==> src/utf8_to_codepoint_decoder_assert.svh <==
// Assertion macros for the UTF-8 decoder.
`ifndef UTF8_TO_CODEPOINT_DECODER_ASSERT_SVH
`define UTF8_TO_CODEPOINT_DECODER_ASSERT_SVH

`ifndef NO_ASSERTIONS

// Same-cycle implication, disabled while in reset.
`define U8DEC_ASSERT_IMP(lbl, clk, rst_n, ante, cons, msg) \
  lbl: assert property (@(posedge clk) disable iff (!rst_n) (ante) |-> (cons)) \
    else $error(msg);

// Next-cycle implication, disabled while in reset.
`define U8DEC_ASSERT_NXT(lbl, clk, rst_n, ante, cons, msg) \
  lbl: assert property (@(posedge clk) disable iff (!rst_n) (ante) |=> (cons)) \
    else $error(msg);

`else

`define U8DEC_ASSERT_IMP(lbl, clk, rst_n, ante, cons, msg)
`define U8DEC_ASSERT_NXT(lbl, clk, rst_n, ante, cons, msg)

`endif

`endif

==> src/u8dec_pkg.sv <==
package u8dec_pkg;

  localparam int CP_W  = 21;
  localparam int PTS_W = 32;

  localparam logic [CP_W-1:0] REPL_CP = 21'h00FFFD;

  // Byte class masks and tags
  localparam logic [7:0] ASCII_MASK = 8'h80;
  localparam logic [7:0] CONT_MASK  = 8'hC0;
  localparam logic [7:0] CONT_TAG   = 8'h80;
  localparam logic [7:0] LEAD2_MASK = 8'hE0;
  localparam logic [7:0] LEAD2_TAG  = 8'hC0;
  localparam logic [7:0] LEAD3_MASK = 8'hF0;
  localparam logic [7:0] LEAD3_TAG  = 8'hE0;
  localparam logic [7:0] LEAD4_MASK = 8'hF8;
  localparam logic [7:0] LEAD4_TAG  = 8'hF0;

  // Payload masks
  localparam logic [7:0] CONT_BITS  = 8'h3F;
  localparam logic [7:0] LEAD2_BITS = 8'h1F;
  localparam logic [7:0] LEAD3_BITS = 8'h0F;
  localparam logic [7:0] LEAD4_BITS = 8'h07;

  // Sequence length minus one
  localparam logic [1:0] LEN_NONE = 2'd0;
  localparam logic [1:0] LEN_TWO  = 2'd1;
  localparam logic [1:0] LEN_THREE = 2'd2;
  localparam logic [1:0] LEN_FOUR = 2'd3;

  typedef struct packed {
    logic [CP_W-1:0]  code_point;
    logic             is_replacement;
    logic             malformed_so_far;
    logic [PTS_W-1:0] points_so_far;
    logic             last;
  } result_t;

endpackage

==> src/u8dec_in_if.sv <==
interface u8dec_in_if;
  logic       valid;
  logic       ready;
  logic [7:0] data_byte;
  logic       end_of_string;

  modport source (output valid, output data_byte, output end_of_string, input ready);
  modport sink   (input valid, input data_byte, input end_of_string, output ready);
endinterface

==> src/u8dec_out_if.sv <==
interface u8dec_out_if;
  logic                        valid;
  logic                        ready;
  logic [u8dec_pkg::CP_W-1:0]  code_point;
  logic                        is_replacement;
  logic                        malformed_so_far;
  logic [u8dec_pkg::PTS_W-1:0] points_so_far;
  logic                        last;

  modport source (output valid, output code_point, output is_replacement,
                  output malformed_so_far, output points_so_far, output last,
                  input ready);
  modport sink   (input valid, input code_point, input is_replacement,
                  input malformed_so_far, input points_so_far, input last,
                  output ready);
endinterface

==> src/u8dec_core.sv <==
`include "utf8_to_codepoint_decoder_assert.svh"

module u8dec_core #(
  parameter int COUNT_BITS = 32
) (
  input  logic                clk,
  input  logic                rst_n,
  input  logic                fire,
  input  logic [7:0]          data_byte,
  input  logic                end_of_string,
  output logic                emit,
  output u8dec_pkg::result_t  result
);

  logic                       in_seq_r, in_seq_nxt;
  logic [1:0]                 exp_len_r, exp_len_nxt;
  logic [1:0]                 taken_r, taken_nxt;
  logic [u8dec_pkg::CP_W-1:0] partial_r, partial_nxt;
  logic                       err_r, err_nxt;
  logic [COUNT_BITS-1:0]      cnt_r, cnt_nxt;

  logic [COUNT_BITS-1:0]      cnt_inc;
  logic [u8dec_pkg::PTS_W-1:0] pts;
  logic [u8dec_pkg::CP_W-1:0] acc;
  logic [u8dec_pkg::CP_W-1:0] cp;
  logic                       bad;
  logic                       open_seq;
  logic [2:0]                 taken_p1;

  assign acc      = {partial_r[u8dec_pkg::CP_W-7:0], data_byte[5:0]};
  assign taken_p1 = {1'b0, taken_r} + 3'd1;
  assign cnt_inc  = (&cnt_r) ? cnt_r : cnt_r + {{(COUNT_BITS-1){1'b0}}, 1'b1};

  // Count shown on the port, clamped to 32 bits
  generate
    if (COUNT_BITS > u8dec_pkg::PTS_W) begin : g_wide
      assign pts = (|cnt_inc[COUNT_BITS-1:u8dec_pkg::PTS_W]) ? '1
                   : cnt_inc[u8dec_pkg::PTS_W-1:0];
    end else if (COUNT_BITS == u8dec_pkg::PTS_W) begin : g_same
      assign pts = cnt_inc;
    end else begin : g_narrow
      assign pts = {{(u8dec_pkg::PTS_W-COUNT_BITS){1'b0}}, cnt_inc};
    end
  endgenerate

  always_comb begin
    in_seq_nxt  = in_seq_r;
    exp_len_nxt = exp_len_r;
    taken_nxt   = taken_r;
    partial_nxt = partial_r;
    emit        = 1'b0;
    bad         = 1'b0;
    cp          = '0;

    if (!in_seq_r) begin
      if ((data_byte & u8dec_pkg::ASCII_MASK) == 8'h00) begin
        emit = 1'b1;
        cp   = {13'd0, data_byte};
      end else if ((data_byte & u8dec_pkg::LEAD2_MASK) == u8dec_pkg::LEAD2_TAG) begin
        in_seq_nxt  = 1'b1;
        exp_len_nxt = u8dec_pkg::LEN_TWO;
        taken_nxt   = 2'd0;
        partial_nxt = {13'd0, data_byte & u8dec_pkg::LEAD2_BITS};
      end else if ((data_byte & u8dec_pkg::LEAD3_MASK) == u8dec_pkg::LEAD3_TAG) begin
        in_seq_nxt  = 1'b1;
        exp_len_nxt = u8dec_pkg::LEN_THREE;
        taken_nxt   = 2'd0;
        partial_nxt = {13'd0, data_byte & u8dec_pkg::LEAD3_BITS};
      end else if ((data_byte & u8dec_pkg::LEAD4_MASK) == u8dec_pkg::LEAD4_TAG) begin
        in_seq_nxt  = 1'b1;
        exp_len_nxt = u8dec_pkg::LEN_FOUR;
        taken_nxt   = 2'd0;
        partial_nxt = {13'd0, data_byte & u8dec_pkg::LEAD4_BITS};
      end else begin
        // stray continuation or 0xF8..0xFF lead
        emit = 1'b1;
        bad  = 1'b1;
      end
    end else if ((data_byte & u8dec_pkg::CONT_MASK) == u8dec_pkg::CONT_TAG) begin
      if (taken_p1 >= {1'b0, exp_len_r}) begin
        emit        = 1'b1;
        cp          = acc;
        in_seq_nxt  = 1'b0;
        exp_len_nxt = u8dec_pkg::LEN_NONE;
        taken_nxt   = 2'd0;
        partial_nxt = '0;
      end else begin
        partial_nxt = acc;
        taken_nxt   = taken_p1[1:0];
      end
    end else begin
      // broken sequence: byte consumed, sequence dropped
      emit        = 1'b1;
      bad         = 1'b1;
      in_seq_nxt  = 1'b0;
      exp_len_nxt = u8dec_pkg::LEN_NONE;
      taken_nxt   = 2'd0;
      partial_nxt = '0;
    end

    open_seq = in_seq_nxt;
    if (end_of_string && open_seq) begin
      emit = 1'b1;
      bad  = 1'b1;
    end

    // string end clears everything
    if (end_of_string) begin
      in_seq_nxt  = 1'b0;
      exp_len_nxt = u8dec_pkg::LEN_NONE;
      taken_nxt   = 2'd0;
      partial_nxt = '0;
    end

    err_nxt = err_r;
    cnt_nxt = cnt_r;
    if (end_of_string) begin
      err_nxt = 1'b0;
      cnt_nxt = '0;
    end else if (emit) begin
      err_nxt = err_r | bad;
      cnt_nxt = cnt_inc;
    end

    result.code_point       = bad ? u8dec_pkg::REPL_CP : cp;
    result.is_replacement   = bad;
    result.malformed_so_far = err_r | bad;
    result.points_so_far    = pts;
    result.last             = end_of_string;
  end

  always_ff @(posedge clk) begin
    if (!rst_n) begin
      in_seq_r  <= 1'b0;
      exp_len_r <= u8dec_pkg::LEN_NONE;
      taken_r   <= 2'd0;
      partial_r <= '0;
      err_r     <= 1'b0;
      cnt_r     <= '0;
    end else if (fire) begin
      in_seq_r  <= in_seq_nxt;
      exp_len_r <= exp_len_nxt;
      taken_r   <= taken_nxt;
      partial_r <= partial_nxt;
      err_r     <= err_nxt;
      cnt_r     <= cnt_nxt;
    end
  end

  `U8DEC_ASSERT_IMP(a_idle_clean, clk, rst_n, !in_seq_r, exp_len_r == u8dec_pkg::LEN_NONE && taken_r == 2'd0, "idle decoder holds sequence state")
  `U8DEC_ASSERT_IMP(a_seq_consistent, clk, rst_n, in_seq_r, exp_len_r != u8dec_pkg::LEN_NONE && taken_r < exp_len_r, "open sequence has bad length or count")
  `U8DEC_ASSERT_NXT(a_eos_clears, clk, rst_n, fire && end_of_string, !in_seq_r && !err_r && cnt_r == '0, "string end did not clear state")
  `U8DEC_ASSERT_IMP(a_eos_emits, clk, rst_n, fire && end_of_string, emit, "string end produced no result")

endmodule

==> src/u8dec_out_reg.sv <==
`include "utf8_to_codepoint_decoder_assert.svh"

module u8dec_out_reg (
  input  logic               clk,
  input  logic               rst_n,
  input  logic               load,
  input  u8dec_pkg::result_t result,
  output logic               free,
  u8dec_out_if.source        out_ch
);

  logic               valid_r;
  u8dec_pkg::result_t res_r;

  assign free = !valid_r || out_ch.ready;

  always_ff @(posedge clk) begin
    if (!rst_n) begin
      valid_r <= 1'b0;
    end else if (free) begin
      valid_r <= load;
    end
  end

  always_ff @(posedge clk) begin
    if (free && load) begin
      res_r <= result;
    end
  end

  assign out_ch.valid            = valid_r;
  assign out_ch.code_point       = res_r.code_point;
  assign out_ch.is_replacement   = res_r.is_replacement;
  assign out_ch.malformed_so_far = res_r.malformed_so_far;
  assign out_ch.points_so_far    = res_r.points_so_far;
  assign out_ch.last             = res_r.last;

  `U8DEC_ASSERT_IMP(a_repl_flags, clk, rst_n, valid_r && res_r.is_replacement, res_r.malformed_so_far, "replacement without malformed flag")
  `U8DEC_ASSERT_IMP(a_repl_value, clk, rst_n, valid_r && res_r.is_replacement, res_r.code_point == u8dec_pkg::REPL_CP, "replacement carries wrong code point")
  `U8DEC_ASSERT_IMP(a_count_nonzero, clk, rst_n, valid_r, res_r.points_so_far != '0, "result with zero count")

endmodule

==> src/utf8_to_codepoint_decoder.sv <==
// Channel  Dir  Handshake     Request contents
// in_ch    in   valid/ready   data_byte[7:0], end_of_string
// out_ch   out  valid/ready   code_point[20:0], is_replacement, malformed_so_far,
//                             points_so_far[31:0], last
//
// One byte per cycle sustained while out_ch accepts; each request passes an input
// register, the decode logic, and an output register.
// Throughput is set by the single state update per byte in the decode stage.
// rst_n is synchronous, active low; it empties both stages and clears the
// sequence state, the error flag and the count.
// A stalled out_ch holds the decode stage, and in_ch back-pressures once both
// registers are full; no request is dropped.

module utf8_to_codepoint_decoder #(
  parameter int COUNT_BITS = 32
) (
  input  logic        clk,
  input  logic        rst_n,
  u8dec_in_if.sink    in_ch,
  u8dec_out_if.source out_ch
);

  // Input register: one byte waiting for the decode stage
  logic       in_v_r;
  logic [7:0] byte_r;
  logic       eos_r;

  logic               out_free;
  logic               proc_fire;
  logic               emit;
  u8dec_pkg::result_t result;

  // A held byte is decoded as soon as the output register can take its result.
  // Bytes that produce no result still wait for a free slot, which keeps the
  // control simple and costs nothing at a steady rate.
  assign proc_fire   = in_v_r && out_free;
  assign in_ch.ready = !in_v_r || proc_fire;

  always_ff @(posedge clk) begin
    if (!rst_n) begin
      in_v_r <= 1'b0;
    end else if (in_ch.ready) begin
      in_v_r <= in_ch.valid;
    end
  end

  always_ff @(posedge clk) begin
    if (in_ch.ready && in_ch.valid) begin
      byte_r <= in_ch.data_byte;
      eos_r  <= in_ch.end_of_string;
    end
  end

  // Decode stage: sequence state, sticky error, saturating count
  u8dec_core #(
    .COUNT_BITS (COUNT_BITS)
  ) u_core (
    .clk           (clk),
    .rst_n         (rst_n),
    .fire          (proc_fire),
    .data_byte     (byte_r),
    .end_of_string (eos_r),
    .emit          (emit),
    .result        (result)
  );

  // Result register, decoupling the decode stage from out_ch
  u8dec_out_reg u_out (
    .clk    (clk),
    .rst_n  (rst_n),
    .load   (proc_fire && emit),
    .result (result),
    .free   (out_free),
    .out_ch (out_ch)
  );

endmodule
==> src/flat_wrapper.sv <==
// flat-port wrapper written by rule: the top's interface ports become plain ports
module utf8_to_codepoint_decoder_flat 
#(
  parameter int COUNT_BITS = 32
)
  (clk, rst_n, in_ch_valid, in_ch_data_byte, in_ch_end_of_string, in_ch_ready, out_ch_valid, out_ch_code_point, out_ch_is_replacement, out_ch_malformed_so_far, out_ch_points_so_far, out_ch_last, out_ch_ready);
  u8dec_in_if in_ch_i ();
  u8dec_out_if out_ch_i ();
  input  logic clk;
  input  logic rst_n;
  input wire logic [$bits(in_ch_i.valid)-1:0] in_ch_valid;
  input wire logic [$bits(in_ch_i.data_byte)-1:0] in_ch_data_byte;
  input wire logic [$bits(in_ch_i.end_of_string)-1:0] in_ch_end_of_string;
  output wire logic [$bits(in_ch_i.ready)-1:0] in_ch_ready;
  output wire logic [$bits(out_ch_i.valid)-1:0] out_ch_valid;
  output wire logic [$bits(out_ch_i.code_point)-1:0] out_ch_code_point;
  output wire logic [$bits(out_ch_i.is_replacement)-1:0] out_ch_is_replacement;
  output wire logic [$bits(out_ch_i.malformed_so_far)-1:0] out_ch_malformed_so_far;
  output wire logic [$bits(out_ch_i.points_so_far)-1:0] out_ch_points_so_far;
  output wire logic [$bits(out_ch_i.last)-1:0] out_ch_last;
  input wire logic [$bits(out_ch_i.ready)-1:0] out_ch_ready;
  assign in_ch_i.valid = in_ch_valid;
  assign in_ch_i.data_byte = in_ch_data_byte;
  assign in_ch_i.end_of_string = in_ch_end_of_string;
  assign in_ch_ready = in_ch_i.ready;
  assign out_ch_valid = out_ch_i.valid;
  assign out_ch_code_point = out_ch_i.code_point;
  assign out_ch_is_replacement = out_ch_i.is_replacement;
  assign out_ch_malformed_so_far = out_ch_i.malformed_so_far;
  assign out_ch_points_so_far = out_ch_i.points_so_far;
  assign out_ch_last = out_ch_i.last;
  assign out_ch_i.ready = out_ch_ready;
  utf8_to_codepoint_decoder #(.COUNT_BITS(COUNT_BITS)) u_core (.clk(clk), .rst_n(rst_n), .in_ch(in_ch_i), .out_ch(out_ch_i));
endmodule
==> config.mk <==
export PLATFORM = sky130hd
export DESIGN_NAME = utf8_to_codepoint_decoder_flat
export DESIGN_NICKNAME = d
export VERILOG_FILES = /design/src/u8dec_pkg.sv /design/src/u8dec_in_if.sv /design/src/u8dec_out_if.sv /design/src/u8dec_core.sv /design/src/u8dec_out_reg.sv /design/src/utf8_to_codepoint_decoder.sv /design/src/flat_wrapper.sv
export VERILOG_INCLUDE_DIRS = /design/src /design/src/src
export SDC_FILE = /design/constraint.sdc
export NUM_CORES = 1
export LEC_CHECK = 0
export ABC_AREA = 1
export ABC_CLOCK_PERIOD_IN_PS = 7000
export BUFFER_PORTS_ARGS = -buffer_cell sky130_fd_sc_hd__buf_2
export CORE_UTILIZATION = 60
export CTS_CLUSTER_SIZE = 16
export DETAILED_ROUTE_END_ITERATION = 10
export GPL_ROUTABILITY_DRIVEN = 0
export PLACE_DENSITY = 0.82
export SYNTH_ARGS = -nofsm -noshare
export SYNTH_HDL_FRONTEND = slang
export SYNTH_HIERARCHICAL = 1
export SYNTH_SLANG_ARGS = --single-unit
==> constraint.sdc <==
create_clock -name clk -period 7 [get_ports clk]
set_input_delay 1.05 -clock clk [delete_from_list [all_inputs] [get_ports clk]]
set_output_delay 1.05 -clock clk [all_outputs]
set_load 0.05 [all_outputs]
==> run summary <==
final hold slack = 485 ps
Compound-Gate Fraction of Synth Area = 7.90%
GR Overflow Total = 0
met2 GRT Util = 42.8%
fin area = 6570 um^2
Final Non-Filler Cells = 853
number of detailed-route iterations in the first pass = 10
EDFF count, synth = 65
leakage power = 0.00253 uW
Req. time, crit path = 7130 ps
DP Wirelength = 7740 um
max frequency = 345 MHz
Hold Path Origin = u_core/u_core/partial_r[9]
yosys warns = 6
RSZ-0062 raised after global routing = no
share of the synthesized area in the top cell type = 35.0%
Main synth FF type = edfxtp_1
Max-slew headroom = 26.7%
Post-Synth XOR/XNOR Area = 2.20%
Final Skew = 9.39 ps
Tcrit/Tclk final = 41.4%
Power, Total = 1790 uW
vias per cell = 5.38
status = finished with violations
initial antenna violation count = 0
Post-DRT Antenna Nets = 0
Total GRT Usage = 27.0%
Arr. time, crit path = 3030 ps
Worst Max-Slew Pin Slew = 1100 ps
M1 GR Usage = 36.2%
final setup violating endpoints = 0
die height = 98.4 um
failing checks = design-rule violations
CTS tree = built
flops & latches, synth = 120
Initial Util = 63.0%
synthesized area = 5580 um^2
Synth Area in Adders = 1.03%
post-synthesis sequential area ratio = 54.7%
Worst setup EP type = flop
Final Hold Fails = 0
reg2reg start = u_core/u_core/taken_r[0]
Diodes inserted = 0
Buffers on Ports = 70
drt initial violations = 325
placed cells = 821
library cells used by synthesis = 32
fin crit period = 2900 ps
CP Launch Type = flop
layout cells sized above 1 = 20.9%
simple-gate share of the synthesized area = 28.4%
type of the tightest min-delay check = flop to flop
Max Buffers Root-to-Sink = 2
fin. max-slew vios = 0
Power per Cell Area = 272 nW/um^2
global-route wire length before repair = 20,400 um
Total Wirelength = 12,100 um
clk sink count = 120
clk_lat worst skew = 510 ps
largest family of logic cells by synthesized area = simple AND/OR/NAND/NOR gates
# rows = 34
post-synthesis mux area share = 0%
Max H-tree Level = 4
Placed Area = 5980 um^2
Via Count = 4,590
proportion of synthesized flip-flops having asynchronous set or reset = 0%
GRT Max-Usage Layer = met2
max-cap violations = 0
total negative slack = 0 ps
CTS buffer count = 17
die area = 9690 um^2
vias in the first global route = 4,379
area grow syn2layout = 17.7%
Max IR drop VDD = 0.172 mV
# IOs = 71
clock transition at the registers of the reported paths = 50 ps
Core Area = 8850 um^2
Mapped Nets = 678
critical path class = flop to flop
syn avg cell area = 8.44 um^2
cts-stage hold buffer count = 0
largest net degree at the start of global routing = 57
Resized cells post-CTS = 0
Clock Tree Root = clkbuf_8
Worst Path Max Fanout = 56
routed len/inst = 14.2 um
M3 GR Usage = 5.96%
chip width = 98.4 um
synthesized instance count = 661
DRC viols = 3
Nets = 749
Synth area leader = edfxtp_1
Critical Path Start = u_core/u_core/taken_r[0]
Post CTS Setup Buffer Count = 0
top cells by area, synth = edfxtp_1 (35%), dfxtp_1 (20%), nand2_1 (16%), nor2_1 (4.8%), inv_1 (3.4%)
==> synth_stat cells, types with 2 or more instances <==
cell type	number
nor2_1	71
nand3b_1	3
buf_4	4
o21ai_1	2
nand2_1	236
nor2_2	2
buf_2	6
a21oi_2	20
inv_2	3
ha_1	3
nand3_1	28
inv_1	50
nand4_1	3
buf_6	2
xnor2_1	10
clkinv_1	2
nand2_4	2
and2_1	2
nand2_2	25
o21ai_0	13
clkbuf_1	7
dfxtp_1	55
edfxtp_1	65
a21oi_1	36
xor2_1	4
==> cell type report <==
cell class	count	area [um^2]
Clock buffer	24	470
Clock inverter	8	121
Fill cell	629	2280
Inverter	55	206
Multi-Input combinational cell	466	2220
Sequential cell	120	3050
Tap cell	108	135
Timing Repair Buffer	72	365
==> power breakdown <==
group	total [uW]	switching (uW)	internal, uW
registers	783	11.2	772
clock network	859	290	569
logic	143	117	25.9
total	1790	418	1370
==> cells by family (layout without fill, tap and decap cells) <==
kind of cell,count (synthesis),in the layout
and+or+nand+nor,376,376
AOI/OAI and AO/OA,72,72
buffers and inverters,75,159
adders and majority gates,4,4
xor gates and xnor gates,14,14
DFF,120,120
==> state kept, by name (all words and copies together), names as in the netlist <==
| name | count |
|---|---|
| u_core/u_out/out_ch.is_replacement | 1 |
| u_core/u_core/in_seq_r | 1 |
| u_core/eos_r | 1 |
| u_core/u_core/exp_len_r | 2 |
| u_core/u_core/taken_r | 2 |
| u_core/u_out/out_ch.malformed_so_far | 1 |
| u_core/u_core/cnt_r | 32 |
| u_core/u_core/err_r | 1 |
| u_core/byte_r | 8 |
| u_core/u_out/out_ch.code_point | 21 |
| u_core/u_core/partial_r | 15 |
| u_core/u_out/out_ch.valid | 1 |
| u_core/in_v_r | 1 |
| u_core/u_out/out_ch.last | 1 |
| u_core/u_out/out_ch.points_so_far | 32 |
==> per-stage QoR <==
stage | utilization (%) | worst slack (ps)
floorplan | - | 2260
global placement | 67.5 | 4260
detailed placement | 67.5 | 4110
CTS | 74.2 | 4120
global route | 74.2 | 3890
finish | 74.2 | 4100
==> worst max-delay path, cell delays in order, from the launching register on <==
cell and delay (ps):
dfxtp_1 380, inv_1 90, fa_1 480, nor2_1 120, nand2_1 100, nand4_1 190
nand2_1 120, nand2_2 90, inv_1 40, nor2_1 90, inv_1 90, a21oi_4 110
buf_4 590
==> placed cells by master, fill, tap and decap left out, types with 2 or more instances in the layout <==
cell type,Yosys,final
edfxtp_1,65,65
clkinv_1,2,2
xor2_1,4,4
xnor2_1,10,10
ha_1,3,3
clkbuf_1,7,4
nand3_1,28,28
o21ai_1,2,2
nand2_2,25,25
buf_2,6,70
o21ai_0,13,13
nor2_2,2,2
nand3b_1,3,3
nand2_4,2,2
inv_2,3,3
clkinv_2,0,3
nand4_1,3,3
nand2_1,236,236
and2_1,2,2
a21oi_1,36,35
buf_4,4,2
clkbuf_8,0,4
dfxtp_1,55,55
a21oi_2,20,20
clkbuf_16,0,16
nor2_1,71,71
bufinv_16,0,3
inv_1,50,50
==> metal layers <==
layer / vias up / routed length (um)
li1: 2265 / -
met1: 2107 / 5460
met2: 204 / 5700
met3: 14 / 831
met4: 0 / 147
met5: - / 0
==> worst paths after layout <==
check	cells past startpoint	slack (ps)	end
max	12	4100	u_core/u_out/out_ch.points_so_far[3]
min	2	480	u_core/u_core/partial_r[9]
max reg2reg	12	4100	u_core/u_out/out_ch.points_so_far[3]
min reg2reg	2	480	u_core/u_core/partial_r[9]
Note: power is estimated with default switching activity, not from simulation.
